### config.mk
export PLATFORM = sky130hd
export DESIGN_NAME = gamepad_report_stick_calibrator_core_flat
export DESIGN_NICKNAME = d
export VERILOG_FILES = /design/src/rtl/core/gprsc_pkg.sv /design/src/rtl/core/gprsc_if.sv /design/src/rtl/core/gprsc_ctrl.sv /design/src/rtl/core/gprsc_dp.sv /design/src/rtl/core/gamepad_report_stick_calibrator_core.sv /design/src/flat_wrapper.sv
export SDC_FILE = /design/constraint.sdc
export NUM_CORES = 2
export LEC_CHECK = 0
export ABC_AREA = 1
export BUFFER_PORTS_ARGS = -buffer_cell sky130_fd_sc_hd__buf_2
export CORE_UTILIZATION = 50
export DETAILED_ROUTE_END_ITERATION = 8
export PLACE_DENSITY = 0.67
export SLEW_MARGIN = 0
export SYNTH_ARGS = -nofsm -noshare
export SYNTH_HDL_FRONTEND = slang
export SYNTH_HIERARCHICAL = 1
export SYNTH_SLANG_ARGS = --single-unit
### constraint.sdc
create_clock -name clk_i -period 19.8 [get_ports clk_i]
set_input_delay 3.96 -clock clk_i [delete_from_list [all_inputs] [get_ports clk_i]]
set_output_delay 3.96 -clock clk_i [all_outputs]
set_load 0.02 [all_outputs]
### src/rtl/core/gprsc_pkg.sv
`timescale 1ns / 1ps
`default_nettype none

package gprsc_pkg;

  // Field widths
  localparam int unsigned BYTE_W     = 8;
  localparam int unsigned KIND_W     = 2;
  localparam int unsigned BTN_W      = 21;
  localparam int unsigned AXIS_W     = 12;
  localparam int unsigned DZ_W       = 11;
  localparam int unsigned COUNT_W    = 32;
  localparam int unsigned NUM_AXES   = 4;
  localparam int unsigned AXIS_IDX_W = 2;

  // Byte capture
  localparam int unsigned STORE_BYTES = 16;
  localparam int unsigned LEN_W       = 5;
  localparam logic [LEN_W-1:0] FULL_MIN_LEN  = 5'd16;
  localparam logic [LEN_W-1:0] SHORT_MIN_LEN = 5'd11;

  // Axis conditioning
  localparam logic [AXIS_W-1:0] AXIS_MID = 12'd2048;
  localparam logic [AXIS_W-1:0] AXIS_MAX = 12'd4095;
  localparam logic [DZ_W-1:0]   DZ_RESET = 11'd48;

  localparam int unsigned CALIB_SAMPLES_DEF = 20;

  // Report kind and format codes
  localparam logic [KIND_W-1:0] KIND_UNKNOWN = 2'd0;
  localparam logic [KIND_W-1:0] KIND_FULL    = 2'd1;
  localparam logic [KIND_W-1:0] KIND_SHORT   = 2'd2;
  localparam logic [KIND_W-1:0] FMT_NONE     = 2'd0;

  // Sequencer states
  typedef enum logic [4:0] {
    S_IDLE = 5'b00001,
    S_EVAL = 5'b00010,
    S_DIV  = 5'b00100,
    S_COND = 5'b01000,
    S_EMIT = 5'b10000
  } state_e;

  // Commands from controller to datapath
  typedef struct packed {
    logic                  in_accept;
    logic                  eval;
    logic                  div;
    logic                  calib_set;
    logic                  cond;
    logic                  emit;
    logic [AXIS_IDX_W-1:0] axis;
  } cmd_t;

  // Status from datapath to controller
  typedef struct packed {
    logic ok;
    logic calib_hit;
  } status_t;

endpackage

`default_nettype wire

### src/rtl/core/gprsc_if.sv
`timescale 1ns / 1ps
`default_nettype none

// Report byte channel
interface gprsc_byte_if;
  logic                              valid;
  logic                              ready;
  logic [gprsc_pkg::BYTE_W-1:0]      data_byte;
  logic [gprsc_pkg::KIND_W-1:0]      report_kind;
  logic                              last_byte;

  modport source (output valid, data_byte, report_kind, last_byte, input ready);
  modport sink   (input valid, data_byte, report_kind, last_byte, output ready);
endinterface

// Snapshot result channel
interface gprsc_snap_if;
  logic                              valid;
  logic                              ready;
  logic                              parsed_ok;
  logic [gprsc_pkg::KIND_W-1:0]      format_used;
  logic [gprsc_pkg::BTN_W-1:0]       buttons;
  logic [gprsc_pkg::AXIS_W-1:0]      left_x;
  logic [gprsc_pkg::AXIS_W-1:0]      left_y;
  logic [gprsc_pkg::AXIS_W-1:0]      right_x;
  logic [gprsc_pkg::AXIS_W-1:0]      right_y;
  logic [gprsc_pkg::COUNT_W-1:0]     update_count;
  logic [gprsc_pkg::COUNT_W-1:0]     error_count;

  modport source (output valid, parsed_ok, format_used, buttons, left_x, left_y, right_x,
                  right_y, update_count, error_count, input ready);
  modport sink   (input valid, parsed_ok, format_used, buttons, left_x, left_y, right_x,
                  right_y, update_count, error_count, output ready);
endinterface

// Deadzone write channel
interface gprsc_cfg_if;
  logic                              valid;
  logic                              ready;
  logic [gprsc_pkg::DZ_W-1:0]        deadzone;

  modport source (output valid, deadzone, input ready);
  modport sink   (input valid, deadzone, output ready);
endinterface

`default_nettype wire

### src/rtl/core/gprsc_ctrl.sv
`timescale 1ns / 1ps
`default_nettype none

module gprsc_ctrl (
  input  wire logic               clk_i,
  input  wire logic               rst_ni,
  input  wire logic               in_valid_i,
  input  wire logic               in_last_i,
  output logic                    in_ready_o,
  output logic                    out_valid_o,
  input  wire logic               out_ready_i,
  input  wire gprsc_pkg::status_t st_i,
  output gprsc_pkg::cmd_t         cmd_o
);

  localparam logic [gprsc_pkg::AXIS_IDX_W-1:0] LastAxis = 2'(gprsc_pkg::NUM_AXES - 1);

  gprsc_pkg::state_e                   state_q, state_d;
  logic [gprsc_pkg::AXIS_IDX_W-1:0]    axis_q, axis_d;
  logic                                out_valid_q, out_valid_d;
  logic                                in_fire;
  logic                                emit_fire;

  assign in_ready_o  = (state_q == gprsc_pkg::S_IDLE);
  assign in_fire     = in_valid_i && in_ready_o;
  assign emit_fire   = (state_q == gprsc_pkg::S_EMIT) && (!out_valid_q || out_ready_i);
  assign out_valid_o = out_valid_q;

  // Sequence one report: evaluate, optionally divide per axis, condition, emit; a rejected report skips to emit
  always_comb begin
    state_d = state_q;
    axis_d  = axis_q;
    unique case (state_q)
      gprsc_pkg::S_IDLE: begin
        if (in_fire && in_last_i) state_d = gprsc_pkg::S_EVAL;
      end
      gprsc_pkg::S_EVAL: begin
        axis_d = '0;
        if (!st_i.ok)             state_d = gprsc_pkg::S_EMIT;
        else if (st_i.calib_hit)  state_d = gprsc_pkg::S_DIV;
        else                      state_d = gprsc_pkg::S_COND;
      end
      gprsc_pkg::S_DIV: begin
        if (axis_q == LastAxis) begin
          state_d = gprsc_pkg::S_COND;
        end else begin
          axis_d  = axis_q + 2'd1;
        end
      end
      gprsc_pkg::S_COND: begin
        state_d = gprsc_pkg::S_EMIT;
      end
      gprsc_pkg::S_EMIT: begin
        if (emit_fire) state_d = gprsc_pkg::S_IDLE;
      end
      default: state_d = gprsc_pkg::S_IDLE;
    endcase
  end

  // Hold the result until the sink takes it
  always_comb begin
    out_valid_d = out_valid_q;
    if (emit_fire)        out_valid_d = 1'b1;
    else if (out_ready_i) out_valid_d = 1'b0;
  end

  always_ff @(posedge clk_i or negedge rst_ni) begin
    if (!rst_ni) begin
      state_q     <= gprsc_pkg::S_IDLE;
      axis_q      <= '0;
      out_valid_q <= 1'b0;
    end else begin
      state_q     <= state_d;
      axis_q      <= axis_d;
      out_valid_q <= out_valid_d;
    end
  end

  // Drive datapath commands
  always_comb begin
    cmd_o           = '0;
    cmd_o.in_accept = in_fire;
    cmd_o.eval      = (state_q == gprsc_pkg::S_EVAL);
    cmd_o.div       = (state_q == gprsc_pkg::S_DIV);
    cmd_o.calib_set = (state_q == gprsc_pkg::S_DIV) && (axis_q == LastAxis);
    cmd_o.cond      = (state_q == gprsc_pkg::S_COND);
    cmd_o.emit      = emit_fire;
    cmd_o.axis      = axis_q;
  end

  // A rejected report skips straight to the result
  a_reject_to_emit: assert property (@(posedge clk_i) disable iff (!rst_ni)
    (state_q == gprsc_pkg::S_EVAL && !st_i.ok) |=> (state_q == gprsc_pkg::S_EMIT))
    else $error("rejected report did not go to emit");

  // Division walks the axes in order, one per cycle
  a_div_order: assert property (@(posedge clk_i) disable iff (!rst_ni)
    (state_q == gprsc_pkg::S_DIV && axis_q != LastAxis) |=>
      (state_q == gprsc_pkg::S_DIV && axis_q == $past(axis_q) + 2'd1))
    else $error("division did not advance to the next axis");

  // Result valid only rises after the emit state
  a_valid_from_emit: assert property (@(posedge clk_i) disable iff (!rst_ni)
    $rose(out_valid_q) |-> $past(state_q == gprsc_pkg::S_EMIT))
    else $error("result valid rose outside emit");

endmodule

`default_nettype wire

### src/rtl/core/gprsc_dp.sv
`timescale 1ns / 1ps
`default_nettype none

module gprsc_dp #(
  parameter int unsigned CALIBRATION_SAMPLES = gprsc_pkg::CALIB_SAMPLES_DEF
) (
  input  wire logic                               clk_i,
  input  wire logic                               rst_ni,
  input  wire gprsc_pkg::cmd_t                    cmd_i,
  output gprsc_pkg::status_t                      st_o,
  input  wire logic [gprsc_pkg::BYTE_W-1:0]       data_byte_i,
  input  wire logic [gprsc_pkg::KIND_W-1:0]       report_kind_i,
  input  wire logic                               last_byte_i,
  input  wire logic                               cfg_valid_i,
  input  wire logic [gprsc_pkg::DZ_W-1:0]         deadzone_i,
  output logic                                    parsed_ok_o,
  output logic [gprsc_pkg::KIND_W-1:0]            format_used_o,
  output logic [gprsc_pkg::BTN_W-1:0]             buttons_o,
  output logic [gprsc_pkg::AXIS_W-1:0]            left_x_o,
  output logic [gprsc_pkg::AXIS_W-1:0]            left_y_o,
  output logic [gprsc_pkg::AXIS_W-1:0]            right_x_o,
  output logic [gprsc_pkg::AXIS_W-1:0]            right_y_o,
  output logic [gprsc_pkg::COUNT_W-1:0]           update_count_o,
  output logic [gprsc_pkg::COUNT_W-1:0]           error_count_o
);

  localparam int unsigned AW   = gprsc_pkg::AXIS_W;
  localparam int unsigned NA   = gprsc_pkg::NUM_AXES;
  localparam int unsigned SUMW = $clog2(CALIBRATION_SAMPLES * 4095 + 1);
  localparam int unsigned SMPW = $clog2(CALIBRATION_SAMPLES + 1);
  localparam logic [SMPW-1:0] SampleEnd = SMPW'(CALIBRATION_SAMPLES);

  // Reciprocal of the sample count, exact for every sum of SUMW bits
  localparam int unsigned RSH = SUMW + $clog2(CALIBRATION_SAMPLES);
  localparam int unsigned RW  = SUMW + 1;
  localparam int unsigned PW  = SUMW + RW;
  localparam logic [RW-1:0] Recip =
    RW'(((64'd1 << RSH) + 64'(CALIBRATION_SAMPLES) - 64'd1) / 64'(CALIBRATION_SAMPLES));

  // Source bit in the full-format word for each canonical button
  localparam int unsigned SrcBit [gprsc_pkg::BTN_W] = '{
    2, 3, 0, 1, 6, 7, 9, 10, 16, 18, 19, 17, 22, 23, 8, 11, 12, 13, 24, 25, 14
  };

  function automatic logic [gprsc_pkg::BTN_W-1:0] map_full(input logic [31:0] w);
    logic [gprsc_pkg::BTN_W-1:0] b;
    b = '0;
    for (int i = 0; i < gprsc_pkg::BTN_W; i++) b[i] = w[SrcBit[i]];
    return b;
  endfunction

  function automatic logic [AW-1:0] stick_x(input logic [7:0] b0, input logic [7:0] b1);
    return {b1[3:0], b0};
  endfunction

  function automatic logic [AW-1:0] stick_y(input logic [7:0] b1, input logic [7:0] b2);
    return {b2, b1[7:4]};
  endfunction

  // Re-center, clamp and apply the deadzone
  function automatic logic [AW-1:0] cond_axis(input logic [AW-1:0] raw,
                                              input logic [AW-1:0] center,
                                              input logic [gprsc_pkg::DZ_W-1:0] dz);
    logic signed [AW+1:0] v;
    logic [AW-1:0]        c;
    logic [AW-1:0]        d;
    v = $signed({2'b00, raw}) - $signed({2'b00, center}) + $signed({2'b00, gprsc_pkg::AXIS_MID});
    if (v < 0)                                          c = '0;
    else if (v > $signed({2'b00, gprsc_pkg::AXIS_MAX})) c = gprsc_pkg::AXIS_MAX;
    else                                                c = v[AW-1:0];
    d = (c >= gprsc_pkg::AXIS_MID) ? (c - gprsc_pkg::AXIS_MID) : (gprsc_pkg::AXIS_MID - c);
    return (d <= {1'b0, dz}) ? gprsc_pkg::AXIS_MID : c;
  endfunction

  logic [gprsc_pkg::BYTE_W-1:0]   store_q [gprsc_pkg::STORE_BYTES];
  logic [gprsc_pkg::LEN_W-1:0]    cnt_q, cnt_inc, len_q;
  logic [gprsc_pkg::KIND_W-1:0]   kind_q;
  logic [gprsc_pkg::DZ_W-1:0]     dz_q;

  logic [gprsc_pkg::KIND_W-1:0]   fmt_sel;
  logic                           fi;
  logic                           ok;
  logic                           sample;
  logic [gprsc_pkg::BTN_W-1:0]    btn_sel;
  logic [AW-1:0]                  raw_sel [NA];

  logic                           ok_q;
  logic                           fi_q;
  logic [AW-1:0]                  raw_q [NA];
  logic                           done_q [2];
  logic [SMPW-1:0]                samples_q [2];
  logic [SUMW-1:0]                sums_q [2*NA];
  logic [AW-1:0]                  centers_q [2*NA];
  logic [gprsc_pkg::BTN_W-1:0]    held_btn_q;
  logic [AW-1:0]                  held_axes_q [NA];
  logic [gprsc_pkg::KIND_W-1:0]   held_fmt_q;
  logic [gprsc_pkg::COUNT_W-1:0]  acc_q, rej_q;

  logic [SUMW-1:0]                div_sum;
  logic [PW-1:0]                  div_prod;
  logic [AW-1:0]                  div_quo;

  // Capture report bytes; the count saturates at the store depth
  assign cnt_inc = cnt_q[gprsc_pkg::LEN_W-1] ? cnt_q : cnt_q + 5'd1;

  always_ff @(posedge clk_i) begin
    if (cmd_i.in_accept && !cnt_q[gprsc_pkg::LEN_W-1]) begin
      store_q[cnt_q[gprsc_pkg::LEN_W-2:0]] <= data_byte_i;
    end
  end

  always_ff @(posedge clk_i or negedge rst_ni) begin
    if (!rst_ni) begin
      cnt_q  <= '0;
      kind_q <= gprsc_pkg::KIND_UNKNOWN;
      len_q  <= '0;
    end else if (cmd_i.in_accept) begin
      if (cnt_q == '0) kind_q <= report_kind_i;
      if (last_byte_i) begin
        cnt_q <= '0;
        len_q <= cnt_inc;
      end else begin
        cnt_q <= cnt_inc;
      end
    end
  end

  // Take deadzone writes
  always_ff @(posedge clk_i or negedge rst_ni) begin
    if (!rst_ni)          dz_q <= gprsc_pkg::DZ_RESET;
    else if (cfg_valid_i) dz_q <= deadzone_i;
  end

  // Decode format, length check, buttons and raw sticks
  always_comb begin
    if (kind_q == gprsc_pkg::KIND_FULL || kind_q == gprsc_pkg::KIND_SHORT) begin
      fmt_sel = kind_q;
    end else begin
      fmt_sel = (len_q >= gprsc_pkg::FULL_MIN_LEN) ? gprsc_pkg::KIND_FULL
                                                   : gprsc_pkg::KIND_SHORT;
    end
    fi = (fmt_sel == gprsc_pkg::KIND_SHORT);
    ok = ((fmt_sel == gprsc_pkg::KIND_FULL)  && (len_q >= gprsc_pkg::FULL_MIN_LEN)) ||
         ((fmt_sel == gprsc_pkg::KIND_SHORT) && (len_q >= gprsc_pkg::SHORT_MIN_LEN));
    if (fi) begin
      btn_sel    = {store_q[4][4:0], store_q[3], store_q[2]};
      raw_sel[0] = stick_x(store_q[5], store_q[6]);
      raw_sel[1] = stick_y(store_q[6], store_q[7]);
      raw_sel[2] = stick_x(store_q[8], store_q[9]);
      raw_sel[3] = stick_y(store_q[9], store_q[10]);
    end else begin
      btn_sel    = map_full({store_q[7], store_q[6], store_q[5], store_q[4]});
      raw_sel[0] = stick_x(store_q[10], store_q[11]);
      raw_sel[1] = stick_y(store_q[11], store_q[12]);
      raw_sel[2] = stick_x(store_q[13], store_q[14]);
      raw_sel[3] = stick_y(store_q[14], store_q[15]);
    end
    sample = ok && !done_q[fi] && (btn_sel == '0);
  end

  assign st_o.ok        = ok;
  assign st_o.calib_hit = sample && (samples_q[fi] + SMPW'(1) == SampleEnd);

  // Latch the evaluation and update totals and calibration sums
  always_ff @(posedge clk_i) begin
    if (cmd_i.eval) begin
      ok_q <= ok;
      fi_q <= fi;
      for (int a = 0; a < NA; a++) raw_q[a] <= raw_sel[a];
    end
  end

  always_ff @(posedge clk_i or negedge rst_ni) begin
    if (!rst_ni) begin
      held_btn_q <= '0;
      held_fmt_q <= gprsc_pkg::FMT_NONE;
      acc_q      <= '0;
      rej_q      <= '0;
      for (int f = 0; f < 2; f++) begin
        done_q[f]    <= 1'b0;
        samples_q[f] <= '0;
      end
      for (int i = 0; i < 2*NA; i++) begin
        sums_q[i]    <= '0;
        centers_q[i] <= gprsc_pkg::AXIS_MID;
      end
      for (int a = 0; a < NA; a++) held_axes_q[a] <= gprsc_pkg::AXIS_MID;
    end else begin
      if (cmd_i.eval) begin
        if (ok) begin
          held_btn_q <= btn_sel;
          held_fmt_q <= fmt_sel;
          acc_q      <= acc_q + 32'd1;
        end else begin
          rej_q <= rej_q + 32'd1;
        end
        if (sample) begin
          samples_q[fi] <= samples_q[fi] + SMPW'(1);
          for (int a = 0; a < NA; a++) begin
            sums_q[{fi, 2'(a)}] <= sums_q[{fi, 2'(a)}] + SUMW'(raw_sel[a]);
          end
        end
      end
      if (cmd_i.div)       centers_q[{fi_q, cmd_i.axis}] <= div_quo;
      if (cmd_i.calib_set) done_q[fi_q] <= 1'b1;
      if (cmd_i.cond) begin
        for (int a = 0; a < NA; a++) begin
          held_axes_q[a] <= done_q[fi_q] ? cond_axis(raw_q[a], centers_q[{fi_q, 2'(a)}], dz_q)
                                         : gprsc_pkg::AXIS_MID;
        end
      end
    end
  end

  // Divide one axis sum by the sample count per cycle with a reciprocal multiply
  assign div_sum  = sums_q[{fi_q, cmd_i.axis}];
  assign div_prod = PW'(div_sum) * PW'(Recip);
  assign div_quo  = div_prod[RSH +: AW];

  // Load the result register
  always_ff @(posedge clk_i) begin
    if (cmd_i.emit) begin
      parsed_ok_o    <= ok_q;
      format_used_o  <= held_fmt_q;
      buttons_o      <= held_btn_q;
      left_x_o       <= held_axes_q[0];
      left_y_o       <= held_axes_q[1];
      right_x_o      <= held_axes_q[2];
      right_y_o      <= held_axes_q[3];
      update_count_o <= acc_q;
      error_count_o  <= rej_q;
    end
  end

  // A calibrated format has taken exactly the full sample count
  a_done_full: assert property (@(posedge clk_i) disable iff (!rst_ni)
    (!done_q[0] || samples_q[0] == SampleEnd) && (!done_q[1] || samples_q[1] == SampleEnd))
    else $error("calibrated format with wrong sample count");

  // Uncalibrated format leaves all axes at mid scale
  a_uncal_mid: assert property (@(posedge clk_i) disable iff (!rst_ni)
    (cmd_i.cond && !done_q[fi_q]) |=>
      (held_axes_q[0] == gprsc_pkg::AXIS_MID && held_axes_q[1] == gprsc_pkg::AXIS_MID &&
       held_axes_q[2] == gprsc_pkg::AXIS_MID && held_axes_q[3] == gprsc_pkg::AXIS_MID))
    else $error("uncalibrated axes not at mid scale");

  // A rejected report leaves the held snapshot and the accepted total alone
  a_reject_holds: assert property (@(posedge clk_i) disable iff (!rst_ni)
    (cmd_i.eval && !ok) |=> ($stable(held_btn_q) && $stable(held_fmt_q) && $stable(acc_q)))
    else $error("rejected report changed the snapshot");

endmodule

`default_nettype wire

### src/rtl/core/gamepad_report_stick_calibrator_core.sv
`timescale 1ns / 1ps
`default_nettype none

// Channel     Dir   Payload                                          Transfer
// in_byte_i   in    data_byte, report_kind, last_byte                valid && ready
// out_snap_o  out   parsed_ok, format_used, buttons, 4 axes, counts  valid && ready
// cfg_i       in    deadzone                                         valid && ready
//
// Non-final bytes transfer one per cycle while idle. After the final byte come evaluate,
// condition and emit (a rejected report skips condition); the report that completes a
// format's calibration also divides one axis per cycle, with one reciprocal multiplier.
// Reset clears counters, calibration and the held snapshot; deadzone returns to 48.
// A stalled result holds in the output register; non-final bytes still transfer
// meanwhile, and the next final byte waits in the emit state until it is taken.
module gamepad_report_stick_calibrator_core #(
  parameter int unsigned CALIBRATION_SAMPLES = gprsc_pkg::CALIB_SAMPLES_DEF
) (
  input  wire logic  clk_i,
  input  wire logic  rst_ni,
  gprsc_byte_if.sink   in_byte_i,
  gprsc_snap_if.source out_snap_o,
  gprsc_cfg_if.sink    cfg_i
);

  gprsc_pkg::cmd_t    cmd;
  gprsc_pkg::status_t st;

  assign cfg_i.ready = 1'b1;

  gprsc_ctrl u_ctrl (
    .clk_i       (clk_i),
    .rst_ni      (rst_ni),
    .in_valid_i  (in_byte_i.valid),
    .in_last_i   (in_byte_i.last_byte),
    .in_ready_o  (in_byte_i.ready),
    .out_valid_o (out_snap_o.valid),
    .out_ready_i (out_snap_o.ready),
    .st_i        (st),
    .cmd_o       (cmd)
  );

  gprsc_dp #(
    .CALIBRATION_SAMPLES (CALIBRATION_SAMPLES)
  ) u_dp (
    .clk_i          (clk_i),
    .rst_ni         (rst_ni),
    .cmd_i          (cmd),
    .st_o           (st),
    .data_byte_i    (in_byte_i.data_byte),
    .report_kind_i  (in_byte_i.report_kind),
    .last_byte_i    (in_byte_i.last_byte),
    .cfg_valid_i    (cfg_i.valid),
    .deadzone_i     (cfg_i.deadzone),
    .parsed_ok_o    (out_snap_o.parsed_ok),
    .format_used_o  (out_snap_o.format_used),
    .buttons_o      (out_snap_o.buttons),
    .left_x_o       (out_snap_o.left_x),
    .left_y_o       (out_snap_o.left_y),
    .right_x_o      (out_snap_o.right_x),
    .right_y_o      (out_snap_o.right_y),
    .update_count_o (out_snap_o.update_count),
    .error_count_o  (out_snap_o.error_count)
  );

endmodule

`default_nettype wire
### src/flat_wrapper.sv
// flat-port wrapper written by rule: the top's interface ports become plain ports
module gamepad_report_stick_calibrator_core_flat 
#(
  parameter int unsigned CALIBRATION_SAMPLES = gprsc_pkg::CALIB_SAMPLES_DEF
)
  (clk_i, rst_ni, in_byte_i_valid, in_byte_i_data_byte, in_byte_i_report_kind, in_byte_i_last_byte, in_byte_i_ready, out_snap_o_valid, out_snap_o_parsed_ok, out_snap_o_format_used, out_snap_o_buttons, out_snap_o_left_x, out_snap_o_left_y, out_snap_o_right_x, out_snap_o_right_y, out_snap_o_update_count, out_snap_o_error_count, out_snap_o_ready, cfg_i_valid, cfg_i_deadzone, cfg_i_ready);
  gprsc_byte_if in_byte_i_i ();
  gprsc_snap_if out_snap_o_i ();
  gprsc_cfg_if cfg_i_i ();
  input  wire logic clk_i;
  input  wire logic rst_ni;
  input wire logic [$bits(in_byte_i_i.valid)-1:0] in_byte_i_valid;
  input wire logic [$bits(in_byte_i_i.data_byte)-1:0] in_byte_i_data_byte;
  input wire logic [$bits(in_byte_i_i.report_kind)-1:0] in_byte_i_report_kind;
  input wire logic [$bits(in_byte_i_i.last_byte)-1:0] in_byte_i_last_byte;
  output wire logic [$bits(in_byte_i_i.ready)-1:0] in_byte_i_ready;
  output wire logic [$bits(out_snap_o_i.valid)-1:0] out_snap_o_valid;
  output wire logic [$bits(out_snap_o_i.parsed_ok)-1:0] out_snap_o_parsed_ok;
  output wire logic [$bits(out_snap_o_i.format_used)-1:0] out_snap_o_format_used;
  output wire logic [$bits(out_snap_o_i.buttons)-1:0] out_snap_o_buttons;
  output wire logic [$bits(out_snap_o_i.left_x)-1:0] out_snap_o_left_x;
  output wire logic [$bits(out_snap_o_i.left_y)-1:0] out_snap_o_left_y;
  output wire logic [$bits(out_snap_o_i.right_x)-1:0] out_snap_o_right_x;
  output wire logic [$bits(out_snap_o_i.right_y)-1:0] out_snap_o_right_y;
  output wire logic [$bits(out_snap_o_i.update_count)-1:0] out_snap_o_update_count;
  output wire logic [$bits(out_snap_o_i.error_count)-1:0] out_snap_o_error_count;
  input wire logic [$bits(out_snap_o_i.ready)-1:0] out_snap_o_ready;
  input wire logic [$bits(cfg_i_i.valid)-1:0] cfg_i_valid;
  input wire logic [$bits(cfg_i_i.deadzone)-1:0] cfg_i_deadzone;
  output wire logic [$bits(cfg_i_i.ready)-1:0] cfg_i_ready;
  assign in_byte_i_i.valid = in_byte_i_valid;
  assign in_byte_i_i.data_byte = in_byte_i_data_byte;
  assign in_byte_i_i.report_kind = in_byte_i_report_kind;
  assign in_byte_i_i.last_byte = in_byte_i_last_byte;
  assign in_byte_i_ready = in_byte_i_i.ready;
  assign out_snap_o_valid = out_snap_o_i.valid;
  assign out_snap_o_parsed_ok = out_snap_o_i.parsed_ok;
  assign out_snap_o_format_used = out_snap_o_i.format_used;
  assign out_snap_o_buttons = out_snap_o_i.buttons;
  assign out_snap_o_left_x = out_snap_o_i.left_x;
  assign out_snap_o_left_y = out_snap_o_i.left_y;
  assign out_snap_o_right_x = out_snap_o_i.right_x;
  assign out_snap_o_right_y = out_snap_o_i.right_y;
  assign out_snap_o_update_count = out_snap_o_i.update_count;
  assign out_snap_o_error_count = out_snap_o_i.error_count;
  assign out_snap_o_i.ready = out_snap_o_ready;
  assign cfg_i_i.valid = cfg_i_valid;
  assign cfg_i_i.deadzone = cfg_i_deadzone;
  assign cfg_i_ready = cfg_i_i.ready;
  gamepad_report_stick_calibrator_core #(.CALIBRATION_SAMPLES(CALIBRATION_SAMPLES)) u_core (.clk_i(clk_i), .rst_ni(rst_ni), .in_byte_i(in_byte_i_i), .out_snap_o(out_snap_o_i), .cfg_i(cfg_i_i));
endmodule
# Word-level counts from Yosys, hierarchy flattened
# Memory sizes are Yosys's and may differ from the RTL's.
# Index checks and enable logic that the tools add are counted.
# W data, S select, Z words.
[op_classes]
reduce_logical = 34
mux = 100
n_eq_ne = 15
n_lt_le_gt_ge = 36
mul = 1
n_addsub = 25
bitwise_logic = 13
[op_table]
columns = ["cell", "count"]
rows = [
  ["$bwmux W136", 4],
  ["$mux W12", 33],
  ["$bmux W17 S3", 5],
  ["$mux W17", 14],
  ["$demux W17 S3", 4],
  ["$bmux W12 S3", 4],
  ["$bwmux W96", 1],
  ["$add A17 B12 Y17", 4],
  ["$add A32 B1 Y32 const B", 2],
  ["$add A13 B13 Y14 const B", 4],
  ["$gt A14 B13 Y1 const B", 4],
  ["$lt A14 B1 Y1 const B", 4],
  ["$sub A12 B12 Y13", 4],
  ["$mux W5", 10],
  ["$ge A12 B12 Y1 const B", 4],
  ["$le A12 B11 Y1", 4],
  ["$mux W48", 1],
  ["$sub A12 B12 Y12 const A", 4],
  ["$sub A12 B12 Y12 const B", 4],
  ["$demux W12 S3", 1],
  ["$ge A4 B4 Y1 const B", 9],
  ["$not A3 Y4", 9],
  ["$mul A17 B16 Y32 const B", 1],
  ["$pmux W5 S5", 1],
  ["other kinds (35)", 89],
]
[totals]
ramBits = 176
memories = 2
regBits = 548
[memory_table]
columns = ["name", "depth", "width", "rd", "rd_clocked_by_memory_dff", "write_ports", "line", "text"]
rows = [
  ["u_core.u_dp.store_q", 16, 8, 14, 0, 1, "gprsc_dp.sv:75", "logic [gprsc_pkg::BYTE_W-1:0] store_q [gprsc_pkg::STORE_BYTES];"],
  ["u_core.u_dp.raw_q", 4, 12, 4, 0, 4, "gprsc_dp.sv:89", "logic [AW-1:0] raw_q [NA];"],
]

# Depth between registers and ports, before layout
[depth]
word_depth = 15
ltp_mapped = 44
mapped_depth_nobuf = 42

# By module
# Netlist, hierarchy kept.
[modules_own_cells]
columns = ["mod", "instances", "seq_area_each_um2", "cells_per_inst", "area_each_um2"]
rows = [
  ["gprsc_dp", 1, 18995.7, 4501, 40293.6],
  ["gprsc_ctrl", 1, 201.4, 66, 491.7],
  ["gamepad_report_stick_calibrator_core", 1, 0.0, 2, 11.3],
]

# Worst setup path after synthesis
# No wires, ideal clock.
[synth_timing]
path_type = "register to register"
start = "reg u_core/u_ctrl/axis_q[0] (netlist name)"
end = "reg u_core/u_dp/centers_q[21] (netlist name)"
stages_incl_launch_ff = 26
path_buffers = 3
arrival_ps = 6368
setup_ps = 133
setup_slack_ps = 13299
cell_sequence = "dfrtp_1 inv_2 clkbuf_1 buf_1 a21oi_1 a221oi_1 ha_1 inv_1 fa_1 inv_1 fa_1 fa_1 fa_1 fa_1 ha_1 nand2_1 inv_1 a31o_2 a211oi_1 nand2_1 nand3_1 o21ai_0 or2_2 clkbuf_1 nand3_1 o21ai_0"
[synth_via]
elab_chain_len = 6
[synth_lines]
columns = ["item", "line", "text"]
rows = [
  ["from (decl)", "gprsc_ctrl.sv:19", "logic [gprsc_pkg::AXIS_IDX_W-1:0] axis_q, axis_d;"],
  ["from (signal assigned)", "gprsc_ctrl.sv:74", "axis_q <= axis_d;"],
  ["$not A3 Y4 (not written as such) (*)", "gprsc_dp.sv:204, gprsc_dp.sv:216", ""],
  ["$bmux W17 S3, or another cell as far along", "gprsc_dp.sv:216", "assign div_sum = sums_q[{fi_q, cmd_i.axis}];"],
  ["$mux W17 (not written as such) or $logic_and A1 B1 Y1 (tied branches)", "gprsc_dp.sv:216, gprsc_dp.sv:204", ""],
  ["$mux W17 (not written as such) or $mux W12 (tied branches)", "gprsc_dp.sv:216, gprsc_dp.sv:204", ""],
  ["$mul A17 B16 Y32 or $demux W12 S3 (tied branches)", "gprsc_dp.sv:217, gprsc_dp.sv:204", ""],
  ["$bwmux W96 (*)", "gprsc_dp.sv:204", "if (cmd_i.div) centers_q[{fi_q, cmd_i.axis}] <= div_quo;"],
  ["to (signal, indexed assignment)", "gprsc_dp.sv:185", "centers_q[i] <= gprsc_pkg::AXIS_MID;"],
  ["to (signal, indexed assignment)", "gprsc_dp.sv:204", ""],
  ["to (decl)", "gprsc_dp.sv:93", "logic [AW-1:0] centers_q [2*NA];"],
]
# Mark *: on every way between the ends. The rest lies on a longest branch, timed or not. The select of a mux whose other input is x is not followed.
# A chain may end at the register's enable or synchronous reset.

# Worst setup path in the final report
[layout_timing]
start = "reg u_core.u_dp.fi_q"
end = "reg u_core/u_dp/centers_q[33] (netlist name)"
[layout_via]
elab_chain_len = 6
[layout_lines]
columns = ["item", "line", "text"]
rows = [
  ["from (decl)", "gprsc_dp.sv:88", "logic fi_q;"],
  ["from (signal assigned)", "gprsc_dp.sv:168", "fi_q <= fi;"],
  ["$not A3 Y4 (not written as such) (*)", "gprsc_dp.sv:204, gprsc_dp.sv:216", ""],
  ["$bmux W17 S3, or another cell as far along", "gprsc_dp.sv:216", ""],
  ["$mux W17 (not written as such) or $logic_and A1 B1 Y1 (tied branches)", "gprsc_dp.sv:216, gprsc_dp.sv:204", ""],
  ["$mux W17 (not written as such) or $mux W12 (tied branches)", "gprsc_dp.sv:216, gprsc_dp.sv:204", ""],
  ["$mul A17 B16 Y32 or $demux W12 S3 (tied branches)", "gprsc_dp.sv:217, gprsc_dp.sv:204", ""],
  ["$bwmux W96 (*)", "gprsc_dp.sv:204", ""],
]
# Marks and branches as above.

==> run summary <==
YOSYS
--------------------------------------------------------------------------------------------------
Number of instances in the synthesized netlist                                                4569
Synth unique cells                                                                              58
Area fraction in and, or, nand and nor cells after synthesis                                 0.198
Sequential cell area fraction in the yosys report                                            0.471
Combinational family with the most area after synthesis                               simple AND/OR/NAND/NOR gates
Mapped cell area                                                                         40800 um2
Area share of fa/ha/maj cells after synthesis                                                0.136
Number of flip-flops and latches in the synthesized netlist                                    707
Mapped Nets                                                                                   4982
Mean area per synthesized cell                                                            8.93 um2
Share of flip-flops with an asynchronous set or reset                                        0.580
Largest area contributor in the synthesized netlist                                   sky130_fd_sc_hd__dfrtp_1
Mux share of post-synthesis cell area                                                       0.0101
Top post-synthesis cells by area                                                      sky130_fd_sc_hd__dfrtp_1 24%, sky130_fd_sc_hd__edfxtp_1 22%, sky130_fd_sc_hd__nand2_1 13%, sky130_fd_sc_hd__ha_1 8.9%, sky130_fd_sc_hd__fa_1 4.7%
Synthesis Warnings                                                                               6
Number of enable flip-flop cells after synthesis                                               297
Yosys top cell area share                                                                    0.242
XOR/XNOR share of the synthesized area                                                      0.0382
Synthesized-area fraction occupied by ao, oa, aoi and oai cells                             0.0843
Top_reg_cell synth                                                                    sky130_fd_sc_hd__dfrtp_1

POWER AND IR DROP
--------------------------------------------------------------------------------------------------
Power, Total                                                                               5.36 mW
Leakage component of the power                                                             21.7 nW
PwrDens                                                                                 118 nW/um2
VDD IR max                                                                                0.117 mV

GLOBAL ROUTING
--------------------------------------------------------------------------------------------------
Overflow after GRT                                                                               0
Number of antenna violations at the first check in global routing                                1
First-pass GRT wire length                                                               167000 um
Total Routing Usage GR                                                                       0.259
Vias in the first global route                                                               29700
Pin count of the biggest net entering global routing                                           119

CLOCK TREE
--------------------------------------------------------------------------------------------------
Post-CTS Setup Bufs                                                                              0
Clock tree from TritonCTS                                                                      yes
Number of cells upsized or downsized after cts                                                   0
Clock Root Buffer                                                                     sky130_fd_sc_hd__clkbuf_16
Deepest level of the CTS H-tree                                                                  3
Clock network latency to the later pin of the worst-skew pair                               650 ps
Maximum number of buffers from clock root to sink                                                3
Total CTS buffers                                                                               78
Clock transition time at the flip-flop clock pins of the worst setup and hold paths          60 ps
Hold_buf cts                                                                                     0
Number of clock sinks seen by CTS                                                              707

SETUP PATH
--------------------------------------------------------------------------------------------------
Largest incremental delay on the critical path                                              740 ps
Critical Path Most Common Cell                                                        sky130_fd_sc_hd__fa_1
Worst-path cell chain                                                                 buf_4 -> inv_2 -> nor2_1 -> inv_1 -> a21oi_1 -> a221oi_1 -> ha_1 -> inv_1 -> fa_1 -> inv_1 -> fa_1 -> fa_1 -> fa_1 -> fa_1 -> ha_1 -> nand2_1 -> nor4_1 -> nand3_1 -> nand2_1 -> nand3_1 -> o21ai_0 -> nand2_1 -> nand3_1 -> o21ai_0
Kind of start point of the critical path                                                 flip-flop
Data arrival, critical path                                                                8460 ps
Critical path class                                                                     reg -> reg
Worst path slowest cell                                                               sky130_fd_sc_hd__nor2_1
Nature of the critical path endpoint                                                     flip-flop
Worst endpoint required time                                                              20270 ps
Maximum fanout along the worst path                                                             33

PLACED DESIGN
--------------------------------------------------------------------------------------------------
# port buffers                                                                                 164
Placed wire-length estimate after detailed placement                                      79500 um
Routability cong.                                                                            0.962
Post-placement setup slack                                                                11980 ps

JOB
--------------------------------------------------------------------------------------------------
Max Cap Violations                                                                               0

STA
--------------------------------------------------------------------------------------------------
TNS Setup                                                                                     0 ps
Total setup violations reported at the end of the flow                                           0
Setup repair after global routing missed its margin                                             no
Worst-margin pin slew                                                                      1240 ps
Final setup slack of the worst path                                                       11810 ps
Clock skew                                                                                 60.7 ps
Shortest period the worst path allows                                                      7990 ps
Relative slew margins                                                                        0.166
Achievable Freq                                                                          0.125 GHz
Total count of max-transition violations in the final report                                     0
Final Hold Vio Count                                                                             0
Final worst path period share                                                                0.404

FLOORPLANNING
--------------------------------------------------------------------------------------------------
Vertical die dimension                                                                      288 um
Core Rows                                                                                      104
Core area                                                                                80700 um2
Number of ports placed on the die boundary                                                     166
Initial standard-cell utilization of the core                                                0.506
Horizontal die dimension                                                                    288 um
Die area                                                                                 82700 um2

LAYOUT
--------------------------------------------------------------------------------------------------
Antenna Cells                                                                                    0
Final net count                                                                               5122
Fill count                                                                                    7294
Growth of design area from synthesis to finish                                               11.0%
Share of cells above drive strength 1                                                       0.0798

ROUTING
--------------------------------------------------------------------------------------------------
Per-cell via count in the routed design                                                       5.33
Initial drt markers                                                                           2538
Vias                                                                                         31100
DR DRC count                                                                                    40
Number of detailed-route iterations in the first pass                                            9
Mean routed wirelength per cell                                                            18.2 um
Final ANT Viol Nets                                                                              0
Routed Wire Length                                                                       106000 um

OUTCOME
--------------------------------------------------------------------------------------------------
Status                                                                                complete, but fails checks
Violations in the final reports                                                       design-rule violations

HOLD PATH
--------------------------------------------------------------------------------------------------
Hold crit path type                                                                     reg -> reg

[layout make-up]
| type | count | area [um2] | area share |
|---|---|---|---|
| repair buffers | 192 | 1040 | 0.0230 |
| inverters | 522 | 1960 | 0.0433 |
| clock inverters | 41 | 539 | 0.0119 |
| flip-flops and latches | 707 | 19200 | 0.424 |
| well taps | 1060 | 1330 | 0.0293 |
| clock buffers | 105 | 2120 | 0.0469 |
| multi-input cells | 3208 | 19100 | 0.422 |
[worst paths after layout]
check,start,end,slack [ps],depth (start not counted)
hold / removal,u_core/u_dp/ok_q,u_core/u_dp/parsed_ok_o,420,0
setup reg to reg,u_core/u_dp/fi_q,u_core/u_dp/centers_q[33],11810,24
min in group asynchronous,rst_ni,u_core/u_dp/samples_q[1],3400,1
max in group asynchronous,rst_ni,u_core/u_dp/acc_q[15],13450,4
hold reg to reg,u_core/u_dp/ok_q,u_core/u_dp/parsed_ok_o,420,0
setup / recovery,u_core/u_dp/fi_q,u_core/u_dp/centers_q[33],11810,24
[synthesized netlist by cell type, drive strengths merged (2+ instances only)]
cell and instances:
xor2 106, nor3 30, o21ai 357, and3 2, a21o 12, a21boi 24
nor2 243, a221oi 7, nor4 14, dfrtp 395, nand4 43, o221ai 3
xnor2 72, edfxtp 297, mux2i 39, clkinv 5, ha 290, nor3b 3
o31ai 2, clkbuf 75, mux2 2, nand2 1382, o32ai 2, o22ai 4
nand3b 12, dfstp 15, o21bai 6, a31oi 8, buf 57, fa 96
nand3 226, o211ai 10, a31o 2, a32o 2, a21oi 158, or2 18
a211oi 4, o21a 23, inv 517
[where the power goes]
part / switching, mW / internal (mW)
registers: 0.0343 / 1.62
clock network: 0.621 / 0.871
logic: 1.53 / 0.685
total: 2.18 / 3.18
[placed cells by master (no fill, tap or decap), types with 39 or more instances in the layout]
master / instances
sky130_fd_sc_hd__nand4_1: 43
sky130_fd_sc_hd__o21ai_0: 250
sky130_fd_sc_hd__dfrtp_1: 394
sky130_fd_sc_hd__xnor2_1: 72
sky130_fd_sc_hd__xor2_1: 106
sky130_fd_sc_hd__fa_1: 96
sky130_fd_sc_hd__o21ai_1: 106
sky130_fd_sc_hd__edfxtp_1: 297
sky130_fd_sc_hd__ha_1: 290
sky130_fd_sc_hd__clkbuf_16: 78
sky130_fd_sc_hd__nand2_1: 1374
sky130_fd_sc_hd__buf_2: 163
sky130_fd_sc_hd__a21oi_1: 158
sky130_fd_sc_hd__mux2i_1: 39
sky130_fd_sc_hd__nand3_1: 222
sky130_fd_sc_hd__nor2_1: 236
sky130_fd_sc_hd__inv_1: 507
[through the flow]
step / utilization / hold slack [ps] / cells / cell area, um2
finish: 0.561 / 417 / 5835 / 45300
global route: 0.561 / 426 / 5835 / 45300
CTS: 0.561 / 418 / 5835 / 45300
detailed placement: 0.528 / 407 / 5689 / 42600
global placement: 0.528 / 406 / 5689 / 42600
floorplan: - / 400 / 4569 / 40800
[flip-flops by register name, summed over array words and instances, names as in the netlist, 5 cells and up]
| signal | cells |
|---|---|
| u_core/u_dp/samples_q | 10 |
| u_core/u_dp/held_btn_q | 21 |
| u_core/u_dp/right_x_o | 12 |
| u_core/u_dp/centers_q | 96 |
| u_core/u_dp/held_axes_q | 48 |
| u_core/u_dp/dz_q | 11 |
| u_core/u_dp/sums_q | 136 |
| u_core/u_dp/left_x_o | 12 |
| u_core/u_dp/error_count_o | 32 |
| u_core/u_dp/acc_q | 32 |
| u_core/u_ctrl/state_q | 5 |
| u_core/u_dp/left_y_o | 12 |
| u_core/u_dp/store_q | 111 |
| u_core/u_dp/raw_q | 48 |
| u_core/u_dp/cnt_q | 5 |
| u_core/u_dp/update_count_o | 32 |
| u_core/u_dp/len_q | 5 |
| u_core/u_dp/rej_q | 32 |
| u_core/u_dp/right_y_o | 12 |
| u_core/u_dp/buttons_o | 21 |
[metal layers]
layer | routed length [um] | track usage | share of wire
met2 | 49800 | 0.423 | 0.47
met1 | 46300 | 0.352 | 0.43
met3 | 6380 | 0.0372 | 0.060
met5 | 27 | 0 | 0.00025
met4 | 3980 | 0.0964 | 0.037
[logic make-up after synthesis]
kind of cell               after synthesis
and+or+nand+nor                       1974
DFF                                    707
buffers and inverters                  654
AOI/OAI and AO/OA                      628
adders and majority gates              386
xor gates and xnor gates               178
muxes                                   41
other                                    1
[critical path, delay by kind of cell, from the launching register on]
kind | cells | cell delay [ps]
adders and majority gates | 7 | 3370
AOI/OAI and AO/OA | 4 | 830
DFF | 1 | 350
buffers and inverters | 5 | 1230
and+or+nand+nor | 8 | 2030
(Power assumes the default switching activity.)
